File: src/hdl/mm3_pkg.sv
// Shared types, constants and codes for the MurmurHash3 x86_32 stream hash.
// Used by the front, the back, the top and the testbench; depends on nothing else.
package mm3_pkg;

  localparam logic [31:0] C1   = 32'hcc9e2d51;
  localparam logic [31:0] C2   = 32'h1b873593;
  localparam logic [31:0] HADD = 32'he6546b64;
  localparam logic [31:0] F1   = 32'h85ebca6b;
  localparam logic [31:0] F2   = 32'hc2b2ae35;

  localparam logic [2:0] WORD_BYTES = 3'd4;

  // Default depths of the queue between front and back and of the result queue.
  localparam int unsigned QDEPTH = 4;
  localparam int unsigned ODEPTH = 4;

  typedef enum logic [1:0] {
    KIND_NONE,
    KIND_TAIL,
    KIND_FULL
  } kind_e;

  typedef enum logic [1:0] {
    ST_RUN,
    ST_MIX1,
    ST_MIX2,
    ST_MIX3
  } back_state_e;

  // One classified word on its way from the front to the back.
  typedef struct packed {
    logic [31:0] k;
    logic [31:0] seed;
    logic [2:0]  cnt;
    kind_e       kind;
    logic        last;
    logic        first;
  } op_t;

endpackage

File: src/hdl/mm3_queue.sv
// Small first-in first-out queue in flip-flops, one write and one read per cycle.
// Stand-alone; used between front and back and for the results.
module mm3_queue #(
  parameter int unsigned Width = 32,
  parameter int unsigned Depth = 4,
  localparam int unsigned PtrW = (Depth > 1) ? $clog2(Depth) : 1,
  localparam int unsigned CntW = $clog2(Depth + 1)
) (
  input  logic             clk_i,
  input  logic             rst_ni,
  input  logic             push_i,
  input  logic [Width-1:0] data_i,
  input  logic             pop_i,
  output logic [Width-1:0] data_o,
  output logic [CntW-1:0]  count_o
);

  logic [Width-1:0] mem_q [Depth];
  logic [PtrW-1:0]  wr_ptr_q, wr_ptr_d;
  logic [PtrW-1:0]  rd_ptr_q, rd_ptr_d;
  logic [CntW-1:0]  count_q, count_d;

  always_comb begin
    wr_ptr_d = wr_ptr_q;
    rd_ptr_d = rd_ptr_q;
    count_d  = count_q;
    if (push_i) begin
      wr_ptr_d = (wr_ptr_q == PtrW'(Depth - 1)) ? '0 : wr_ptr_q + 1'b1;
    end
    if (pop_i) begin
      rd_ptr_d = (rd_ptr_q == PtrW'(Depth - 1)) ? '0 : rd_ptr_q + 1'b1;
    end
    if (push_i && !pop_i) begin
      count_d = count_q + 1'b1;
    end else if (pop_i && !push_i) begin
      count_d = count_q - 1'b1;
    end
  end

  always_ff @(posedge clk_i or negedge rst_ni) begin
    if (!rst_ni) begin
      wr_ptr_q <= '0;
      rd_ptr_q <= '0;
      count_q  <= '0;
    end else begin
      wr_ptr_q <= wr_ptr_d;
      rd_ptr_q <= rd_ptr_d;
      count_q  <= count_d;
    end
  end

  always_ff @(posedge clk_i) begin
    if (push_i) begin
      mem_q[wr_ptr_q] <= data_i;
    end
  end

  assign data_o  = mem_q[rd_ptr_q];
  assign count_o = count_q;

endmodule

File: src/hdl/mm3_front.sv
// Front part: takes input beats, masks and classifies each word and runs the k-mix
// over two multiplier stages. Depends on mm3_pkg.
module mm3_front import mm3_pkg::*; #(
  parameter int unsigned QueueDepth = QDEPTH,
  localparam int unsigned CntW = $clog2(QueueDepth + 1)
) (
  input  logic            clk_i,
  input  logic            rst_ni,
  input  logic            push_i,
  input  logic [31:0]     data_word_i,
  input  logic [2:0]      byte_count_i,
  input  logic            last_i,
  input  logic [31:0]     seed_i,
  output logic            full_o,
  input  logic [CntW-1:0] q_count_i,
  output logic            q_push_o,
  output op_t             q_op_o
);

  logic        accept;
  logic [2:0]  cnt;
  logic [31:0] masked;
  kind_e       kind;
  logic [31:0] k2_in;
  logic [CntW:0] reserved;

  logic first_q, first_d;
  logic s1_v_q, s2_v_q;
  op_t  s1_op_q, s1_op_d;
  op_t  s2_op_q, s2_op_d;

  // Credit check: every beat in the two stages already owns a queue slot.
  assign reserved = (CntW + 1)'(q_count_i) + (CntW + 1)'(s1_v_q) + (CntW + 1)'(s2_v_q);
  assign full_o   = reserved >= (CntW + 1)'(QueueDepth);
  assign accept   = push_i && !full_o;

  always_comb begin
    cnt = (byte_count_i > WORD_BYTES) ? WORD_BYTES : byte_count_i;
    case (cnt)
      3'd0:    masked = '0;
      3'd1:    masked = {24'h0, data_word_i[7:0]};
      3'd2:    masked = {16'h0, data_word_i[15:0]};
      3'd3:    masked = {8'h0, data_word_i[23:0]};
      default: masked = data_word_i;
    endcase
    if (cnt == WORD_BYTES) begin
      kind = KIND_FULL;
    end else if (cnt == 3'd0) begin
      kind = KIND_NONE;
    end else begin
      kind = KIND_TAIL;
    end

    s1_op_d       = s1_op_q;
    s1_op_d.k     = 32'(masked * C1);
    s1_op_d.seed  = seed_i;
    s1_op_d.cnt   = cnt;
    s1_op_d.kind  = kind;
    s1_op_d.last  = last_i;
    s1_op_d.first = first_q;

    k2_in     = {s1_op_q.k[16:0], s1_op_q.k[31:17]};
    s2_op_d   = s1_op_q;
    s2_op_d.k = 32'(k2_in * C2);

    first_d = accept ? last_i : first_q;
  end

  always_ff @(posedge clk_i or negedge rst_ni) begin
    if (!rst_ni) begin
      first_q <= 1'b1;
      s1_v_q  <= 1'b0;
      s2_v_q  <= 1'b0;
    end else begin
      first_q <= first_d;
      s1_v_q  <= accept;
      s2_v_q  <= s1_v_q;
    end
  end

  always_ff @(posedge clk_i) begin
    if (accept) begin
      s1_op_q <= s1_op_d;
    end
    if (s1_v_q) begin
      s2_op_q <= s2_op_d;
    end
  end

  assign q_push_o = s2_v_q;
  assign q_op_o   = s2_op_q;

endmodule

File: src/hdl/mm3_back.sv
// Back part: folds mixed words into the running hash and length, then runs
// fmix32 over three steps and hands the hash to the result queue. Depends on mm3_pkg.
module mm3_back import mm3_pkg::*; (
  input  logic        clk_i,
  input  logic        rst_ni,
  input  logic        q_empty_i,
  input  op_t         q_op_i,
  output logic        q_pop_o,
  input  logic        out_full_i,
  output logic        out_push_o,
  output logic [31:0] out_hash_o
);

  back_state_e state_q, state_d;
  logic [31:0] hash_q, hash_d;
  logic [31:0] len_q, len_d;
  logic [31:0] fin_q, fin_d;

  logic [31:0] h_base, h_x, h_rot, h_full, len_new, x1, x2;

  always_comb begin
    state_d    = state_q;
    hash_d     = hash_q;
    len_d      = len_q;
    fin_d      = fin_q;
    q_pop_o    = 1'b0;
    out_push_o = 1'b0;

    h_base  = q_op_i.first ? q_op_i.seed : hash_q;
    len_new = (q_op_i.first ? 32'h0 : len_q) + 32'(q_op_i.cnt);
    h_x     = h_base ^ q_op_i.k;
    h_rot   = {h_x[18:0], h_x[31:19]};
    h_full  = {h_rot[29:0], 2'b00} + h_rot + HADD;
    x1      = fin_q ^ len_q;
    x2      = x1 ^ (x1 >> 16);
    out_hash_o = fin_q ^ (fin_q >> 16);

    case (state_q)
      ST_RUN: begin
        // A last word waits until the result queue has room for its hash.
        if (!q_empty_i && !(q_op_i.last && out_full_i)) begin
          q_pop_o = 1'b1;
          case (q_op_i.kind)
            KIND_FULL: fin_d = h_full;
            KIND_TAIL: fin_d = h_x;
            default:   fin_d = h_base;
          endcase
          len_d = len_new;
          if (q_op_i.last) begin
            state_d = ST_MIX1;
          end else begin
            hash_d = fin_d;
          end
        end
      end
      ST_MIX1: begin
        fin_d   = 32'(x2 * F1);
        hash_d  = '0;
        len_d   = '0;
        state_d = ST_MIX2;
      end
      ST_MIX2: begin
        fin_d   = 32'((fin_q ^ (fin_q >> 13)) * F2);
        state_d = ST_MIX3;
      end
      ST_MIX3: begin
        out_push_o = 1'b1;
        state_d    = ST_RUN;
      end
      default: state_d = ST_RUN;
    endcase
  end

  always_ff @(posedge clk_i or negedge rst_ni) begin
    if (!rst_ni) begin
      state_q <= ST_RUN;
      hash_q  <= '0;
      len_q   <= '0;
    end else begin
      state_q <= state_d;
      hash_q  <= hash_d;
      len_q   <= len_d;
    end
  end

  always_ff @(posedge clk_i) begin
    fin_q <= fin_d;
  end

endmodule

File: src/hdl/murmur3_32_stream_hash_top.sv
// MurmurHash3 x86_32 over a stream of little-endian words. A beat passes the front's
// stages s1 and s2 and the op queue before the back takes it.
// Throughput: one word per cycle while full is low, for words that do not end a message;
// a last word holds the back part while the fmix32 states ST_MIX1 to ST_MIX3 run.
// Reset is asynchronous, active low: queues empty, next word starts a message.
// Depends on mm3_pkg, mm3_front, mm3_queue and mm3_back.
module murmur3_32_stream_hash_top import mm3_pkg::*; #(
  parameter int unsigned QUEUE_DEPTH = QDEPTH,
  parameter int unsigned OUT_DEPTH   = ODEPTH
) (
  input  logic        clk_i,
  input  logic        rst_ni,
  input  logic        push,
  output logic        full,
  input  logic [31:0] data_word_i,
  input  logic [2:0]  byte_count_i,
  input  logic        last_i,
  input  logic [31:0] seed_i,
  output logic        empty,
  input  logic        pop,
  output logic [31:0] hash_o
);

  localparam int unsigned QCntW = $clog2(QUEUE_DEPTH + 1);
  localparam int unsigned OCntW = $clog2(OUT_DEPTH + 1);

  logic                    q_push, q_pop, q_empty;
  op_t                     q_op_in, q_op_out;
  logic [$bits(op_t)-1:0]  q_raw_out;
  logic [QCntW-1:0]        q_count;
  logic                    out_push, out_pop, out_full;
  logic [31:0]             out_hash;
  logic [OCntW-1:0]        out_count;

  mm3_front #(
    .QueueDepth(QUEUE_DEPTH)
  ) u_front (
    .clk_i       (clk_i),
    .rst_ni      (rst_ni),
    .push_i      (push),
    .data_word_i (data_word_i),
    .byte_count_i(byte_count_i),
    .last_i      (last_i),
    .seed_i      (seed_i),
    .full_o      (full),
    .q_count_i   (q_count),
    .q_push_o    (q_push),
    .q_op_o      (q_op_in)
  );

  mm3_queue #(
    .Width($bits(op_t)),
    .Depth(QUEUE_DEPTH)
  ) u_op_queue (
    .clk_i  (clk_i),
    .rst_ni (rst_ni),
    .push_i (q_push),
    .data_i (q_op_in),
    .pop_i  (q_pop),
    .data_o (q_raw_out),
    .count_o(q_count)
  );

  assign q_op_out = op_t'(q_raw_out);
  assign q_empty  = (q_count == '0);

  mm3_back u_back (
    .clk_i     (clk_i),
    .rst_ni    (rst_ni),
    .q_empty_i (q_empty),
    .q_op_i    (q_op_out),
    .q_pop_o   (q_pop),
    .out_full_i(out_full),
    .out_push_o(out_push),
    .out_hash_o(out_hash)
  );

  mm3_queue #(
    .Width(32),
    .Depth(OUT_DEPTH)
  ) u_out_queue (
    .clk_i  (clk_i),
    .rst_ni (rst_ni),
    .push_i (out_push),
    .data_i (out_hash),
    .pop_i  (out_pop),
    .data_o (hash_o),
    .count_o(out_count)
  );

  assign out_full = (out_count == OCntW'(OUT_DEPTH));
  assign empty    = (out_count == '0);
  assign out_pop  = pop && !empty;

  // The front's credit scheme must never push into a full queue.
  assert property (@(posedge clk_i) disable iff (!rst_ni)
    q_push |-> (q_count < QCntW'(QUEUE_DEPTH)))
    else $error("op queue overflow");

  // The back reserves result space before it starts a finalisation.
  assert property (@(posedge clk_i) disable iff (!rst_ni)
    out_push |-> (out_count < OCntW'(OUT_DEPTH)))
    else $error("result queue overflow");

  assert property (@(posedge clk_i) disable iff (!rst_ni)
    q_pop |-> !q_empty)
    else $error("back popped an empty op queue");

  // A hash leaves the back in ST_MIX3, reached through ST_MIX1 and ST_MIX2 after its last word was taken.
  assert property (@(posedge clk_i) disable iff (!rst_ni)
    (q_pop && q_op_out.last) |-> ##3 out_push)
    else $error("finalisation did not complete in three cycles");

endmodule

File: config.mk
export PLATFORM = sky130hd
export DESIGN_NAME = murmur3_32_stream_hash_top
export DESIGN_NICKNAME = d
export VERILOG_FILES = /design/src/hdl/mm3_pkg.sv /design/src/hdl/mm3_queue.sv /design/src/hdl/mm3_front.sv /design/src/hdl/mm3_back.sv /design/src/hdl/murmur3_32_stream_hash_top.sv
export SDC_FILE = /design/constraint.sdc
export NUM_CORES = 2
export LEC_CHECK = 0
export BUFFER_PORTS_ARGS = -buffer_cell sky130_fd_sc_hd__buf_2
export CAP_MARGIN = 0
export CELL_PAD_IN_SITES_DETAIL_PLACEMENT = 1
export CELL_PAD_IN_SITES_GLOBAL_PLACEMENT = 1
export CORE_ASPECT_RATIO = 1.25
export CORE_MARGIN = 8
export CORE_UTILIZATION = 35
export DETAILED_ROUTE_END_ITERATION = 10
export MAX_ROUTING_LAYER = met4
export PLACE_DENSITY_LB_ADDON = 0.1
export SYNTH_ARGS = -nofsm -noshare
export SYNTH_HDL_FRONTEND = slang
export SYNTH_SLANG_ARGS = --single-unit
File: constraint.sdc
create_clock -name clk_i -period 10.25 [get_ports clk_i]
set_input_delay 0 -clock clk_i [delete_from_list [all_inputs] [get_ports clk_i]]
set_output_delay 0 -clock clk_i [all_outputs]
set_load 0.05 [all_outputs]
==> metrics.cfg <==
[outcome]
status = completed

[placed_design]
globalplace.congestion = 0.876
dp.final_hpwl_um = 160000
port_buffers = 105
placed_cell_area_sq_um = 65900

[finish]
area_growth_pct = 11.4
final_nets = 7040
drive_above_1_share = 0.0808
seq_area_sq_um = 19700
finish.instance_area_sq_um = 69200
nFillCells = 19100
multi_input_area_sq_um = 37500

[global_routing]
grt_start_max_net_pins = 76
overflow = 0
grt_pass1_vias = 43000
grt_use_total = 0.209
antenna_found_initial = 6
grt_pass1_wl_um = 286000

[floorplan]
die_w_um = 393
fp.dieH_um = 487
coreArea_sq_um = 177000
ios = 106
die-area_sq_um = 191000
rows = 173
initial_core_util = 0.351

[synthesis]
yosysTopAreaCell = edfxtp_1
async_reset_ff_frac = 0.124
syn_inst = 5161
yosys-top-cells-area = edfxtp_1 28%, fa_1 24%, ha_1 17%
synth_area_sq_um = 62100
synth_flop_cell = edfxtp_1
ys_seq_elements = 669
ys_types = 82
synth.top_cell.area_share = 0.283
synth_nets = 6807
synth-edff-count = 586
ys_warn_count = 0
yosysSeqAreaShare = 0.317
syn_area_per_cell_sq_um = 12.0

[sta]
slew_headroom = 0.158
fmaxAchievable_ghz = 0.112
setup_tns_ps = 0
timing.final.crit_share = 0.869
finalSetupViolCount = 0
period_minus_slack_ps = 8900
hold_viol_final = 0
slew_viol_final = 0
grt_setup_unrepaired = no
worst_pin_slew_ps = 1250
finClkSkew_ps = 50.1

[routing]
dr.pass1.iters = 5
drt-initial-drc-count = 1401
wl_per_cell_um = 24.4
vias = 38000
routed_via_density = 4.86
ant_nets = 0
wl_um = 191000
drc = 0

[critical_path]
critPathMaxFanout = 11
worstPathRequired_ps = 10820
cp-end-kind = flip-flop
arrival_ps = 9480
worst-path-buf-inv = 5
max_stage_delay_ps = 950
crit_path_cell_trace = xor2_1 -> buf_4 -> xnor2_1 -> inv_1 -> fa_1 -> inv_1 -> fa_1 -> fa_1 -> fa_1 -> inv_1 -> fa_1 -> inv_1 -> fa_1 -> fa_1 -> fa_1 -> ha_1 -> nand4_1 -> or2_2 -> a31oi_1 -> o21a_1 -> o211ai_1 -> or4b_2 -> nand4_1 -> o22a_1
slowest_stage = xnor2_1
crit_family = adder cells
critPathLaunchType = flip-flop
crit_type = flip-flop to flip-flop
cpMostUsedCell = fa_1

[clock_tree]
cts.path.max_buffers = 3
cts_tree = done
insertion_delay_ps = 710
clock-sinks = 669
cts_made_buffers = 79
cts-root-buf = clkbuf_16
cts-resized-gates = 0
clkTransAtPathRegs_ps = 60
h-tree-depth = 3

[hold_path]
worstHoldPathType = input pin to flip-flop

[job]
maxCapViolCount = 0

path summary, 6_finish.rpt:
kind                       depth (start not counted)                           from  slack [ps]                                  to
hold / removal                                     2                     seed_i[16]          70       u_front.s1_op_q[23]$_DFFE_PP_
setup / recovery                                  24     u_back.fin_q[25]$_DFFE_PP_        1350          u_back.fin_q[30]$_DFFE_PP_
max in group asynchronous                          4                         rst_ni        8890  u_op_queue.rd_ptr_q[1]$_DFFE_PN0P_
hold reg to reg                                    0  u_front.s1_op_q[27]$_DFFE_PP_         400        u_front.q_op_o[27]$_DFFE_PP_
setup reg to reg                                  24     u_back.fin_q[25]$_DFFE_PP_        1350          u_back.fin_q[30]$_DFFE_PP_
min in group asynchronous                          4                         rst_ni         490        u_back.hash_q[8]$_DFFE_PN0P_
cell usage in the layout (no fill, tap or decap), drive strengths merged, types with 23 or more instances in the layout:
cell type and count:
dlygate4sd3 63, inv 1265, a22o 24, a21o 69
o21a 25, and2 42, buf 167, mux4 103
nand2 128, a21oi 126, nor3 23, nand3 67
ha 841, edfxtp 586, nor2b 25, clkbuf 96
a221oi 26, xor2 113, nor2 119, clkinv 30
dfrtp 82, xnor2 256, mux2i 39, nand2b 33
fa 733, o21ai 149
state kept, by name, summed over array words and instances, names as in the netlist:
signal / count
u_back.state_q: 2
u_op_queue.rd_ptr_q: 2
u_front.q_op_o: 71
u_op_queue.wr_ptr_q: 2
u_front.q_push_o: 1
u_out_queue.wr_ptr_q: 2
u_front.k2_in: 32
u_op_queue.count_o: 3
u_front.s1_op_q: 39
u_out_queue.mem_q: 128
u_back.hash_q: 32
u_front.s1_v_q: 1
u_out_queue.rd_ptr_q: 2
u_front.first_q: 1
u_back.fin_q: 32
u_op_queue.mem_q: 284
u_back.len_q: 32
u_out_queue.count_o: 3
per-stage QoR:
stage | setup WS [ps] | util | cells | hold WS [ps]
CTS | 1270 | 0.391 | 7820 | 5.86
global route | 1000 | 0.391 | 7823 | 45.0
detailed placement | 1330 | 0.372 | 7611 | 148
finish | 1350 | 0.391 | 7823 | 65.3
floorplan | 2670 | - | 5161 | -296
global placement | 1350 | 0.372 | 7611 | 145
cell type report:
cell class	count	area share
Clock inverter	49	0.00911
Clock buffer	96	0.0298
Timing Repair Buffer	230	0.0239
Multi-Input combinational cell	3158	0.542
Antenna cell	3	0.000108
Sequential cell	669	0.284
Tap cell	2362	0.0427
Inverter	1256	0.0681
cell usage after synthesis, types with 13 or more instances:
master and count:
xnor2_1 256, mux4_2 103, nand4_1 14, a221oi_1 24
edfxtp_1 586, mux2i_1 39, a22o_1 24, clkbuf_1 58
fa_1 733, o21a_1 25, nand2_1 128, o21ai_0 147
a21oi_1 126, o221ai_1 14, nor2b_1 25, and3_1 20
a211oi_1 13, ha_1 841, dfrtp_1 82, nor2_1 119
inv_1 1254, a21o_1 69, and2_1 42, nand2b_1 32
nand3_1 67, xor2_1 113, a31oi_1 20, nor3_1 23
o21bai_1 13
metal layers:
layer,vias up,share of wire,track usage
met1,19800,0.40,0.238
met5,-,0,-
li1,17600,-,-
met4,0,0.031,0.0582
met3,203,0.018,0.0178
met2,429,0.55,0.389
kinds of logic (layout without fill, tap and decap cells):
kind of cell | count (synthesis) | after routing | share of synthesized area
adder cells (fa/ha/maj) | 1574 | 1574 | 0.406
buffers and inverters | 1334 | 1631 | 0.0809
flip-flops | 669 | 669 | 0.317
AO/OA/AOI/OAI | 551 | 551 | 0.0584
AND/OR/NAND/NOR | 513 | 513 | 0.0410
XOR/XNOR | 370 | 370 | 0.0524
multiplexers | 150 | 150 | 0.0451
other | 0 | 3 | 0
timing repair:
| action | in CTS | in global routing |
|---|---|---|
| buffers inserted | 0 | 0 |
| endpoints found under the hold margin | 93 | 0 |
| hold buffers | 64 | 0 |
Power is left out: the tool's default activity adds up to more than one toggle a clock period on the data nets, which glitch-free logic cannot reach.
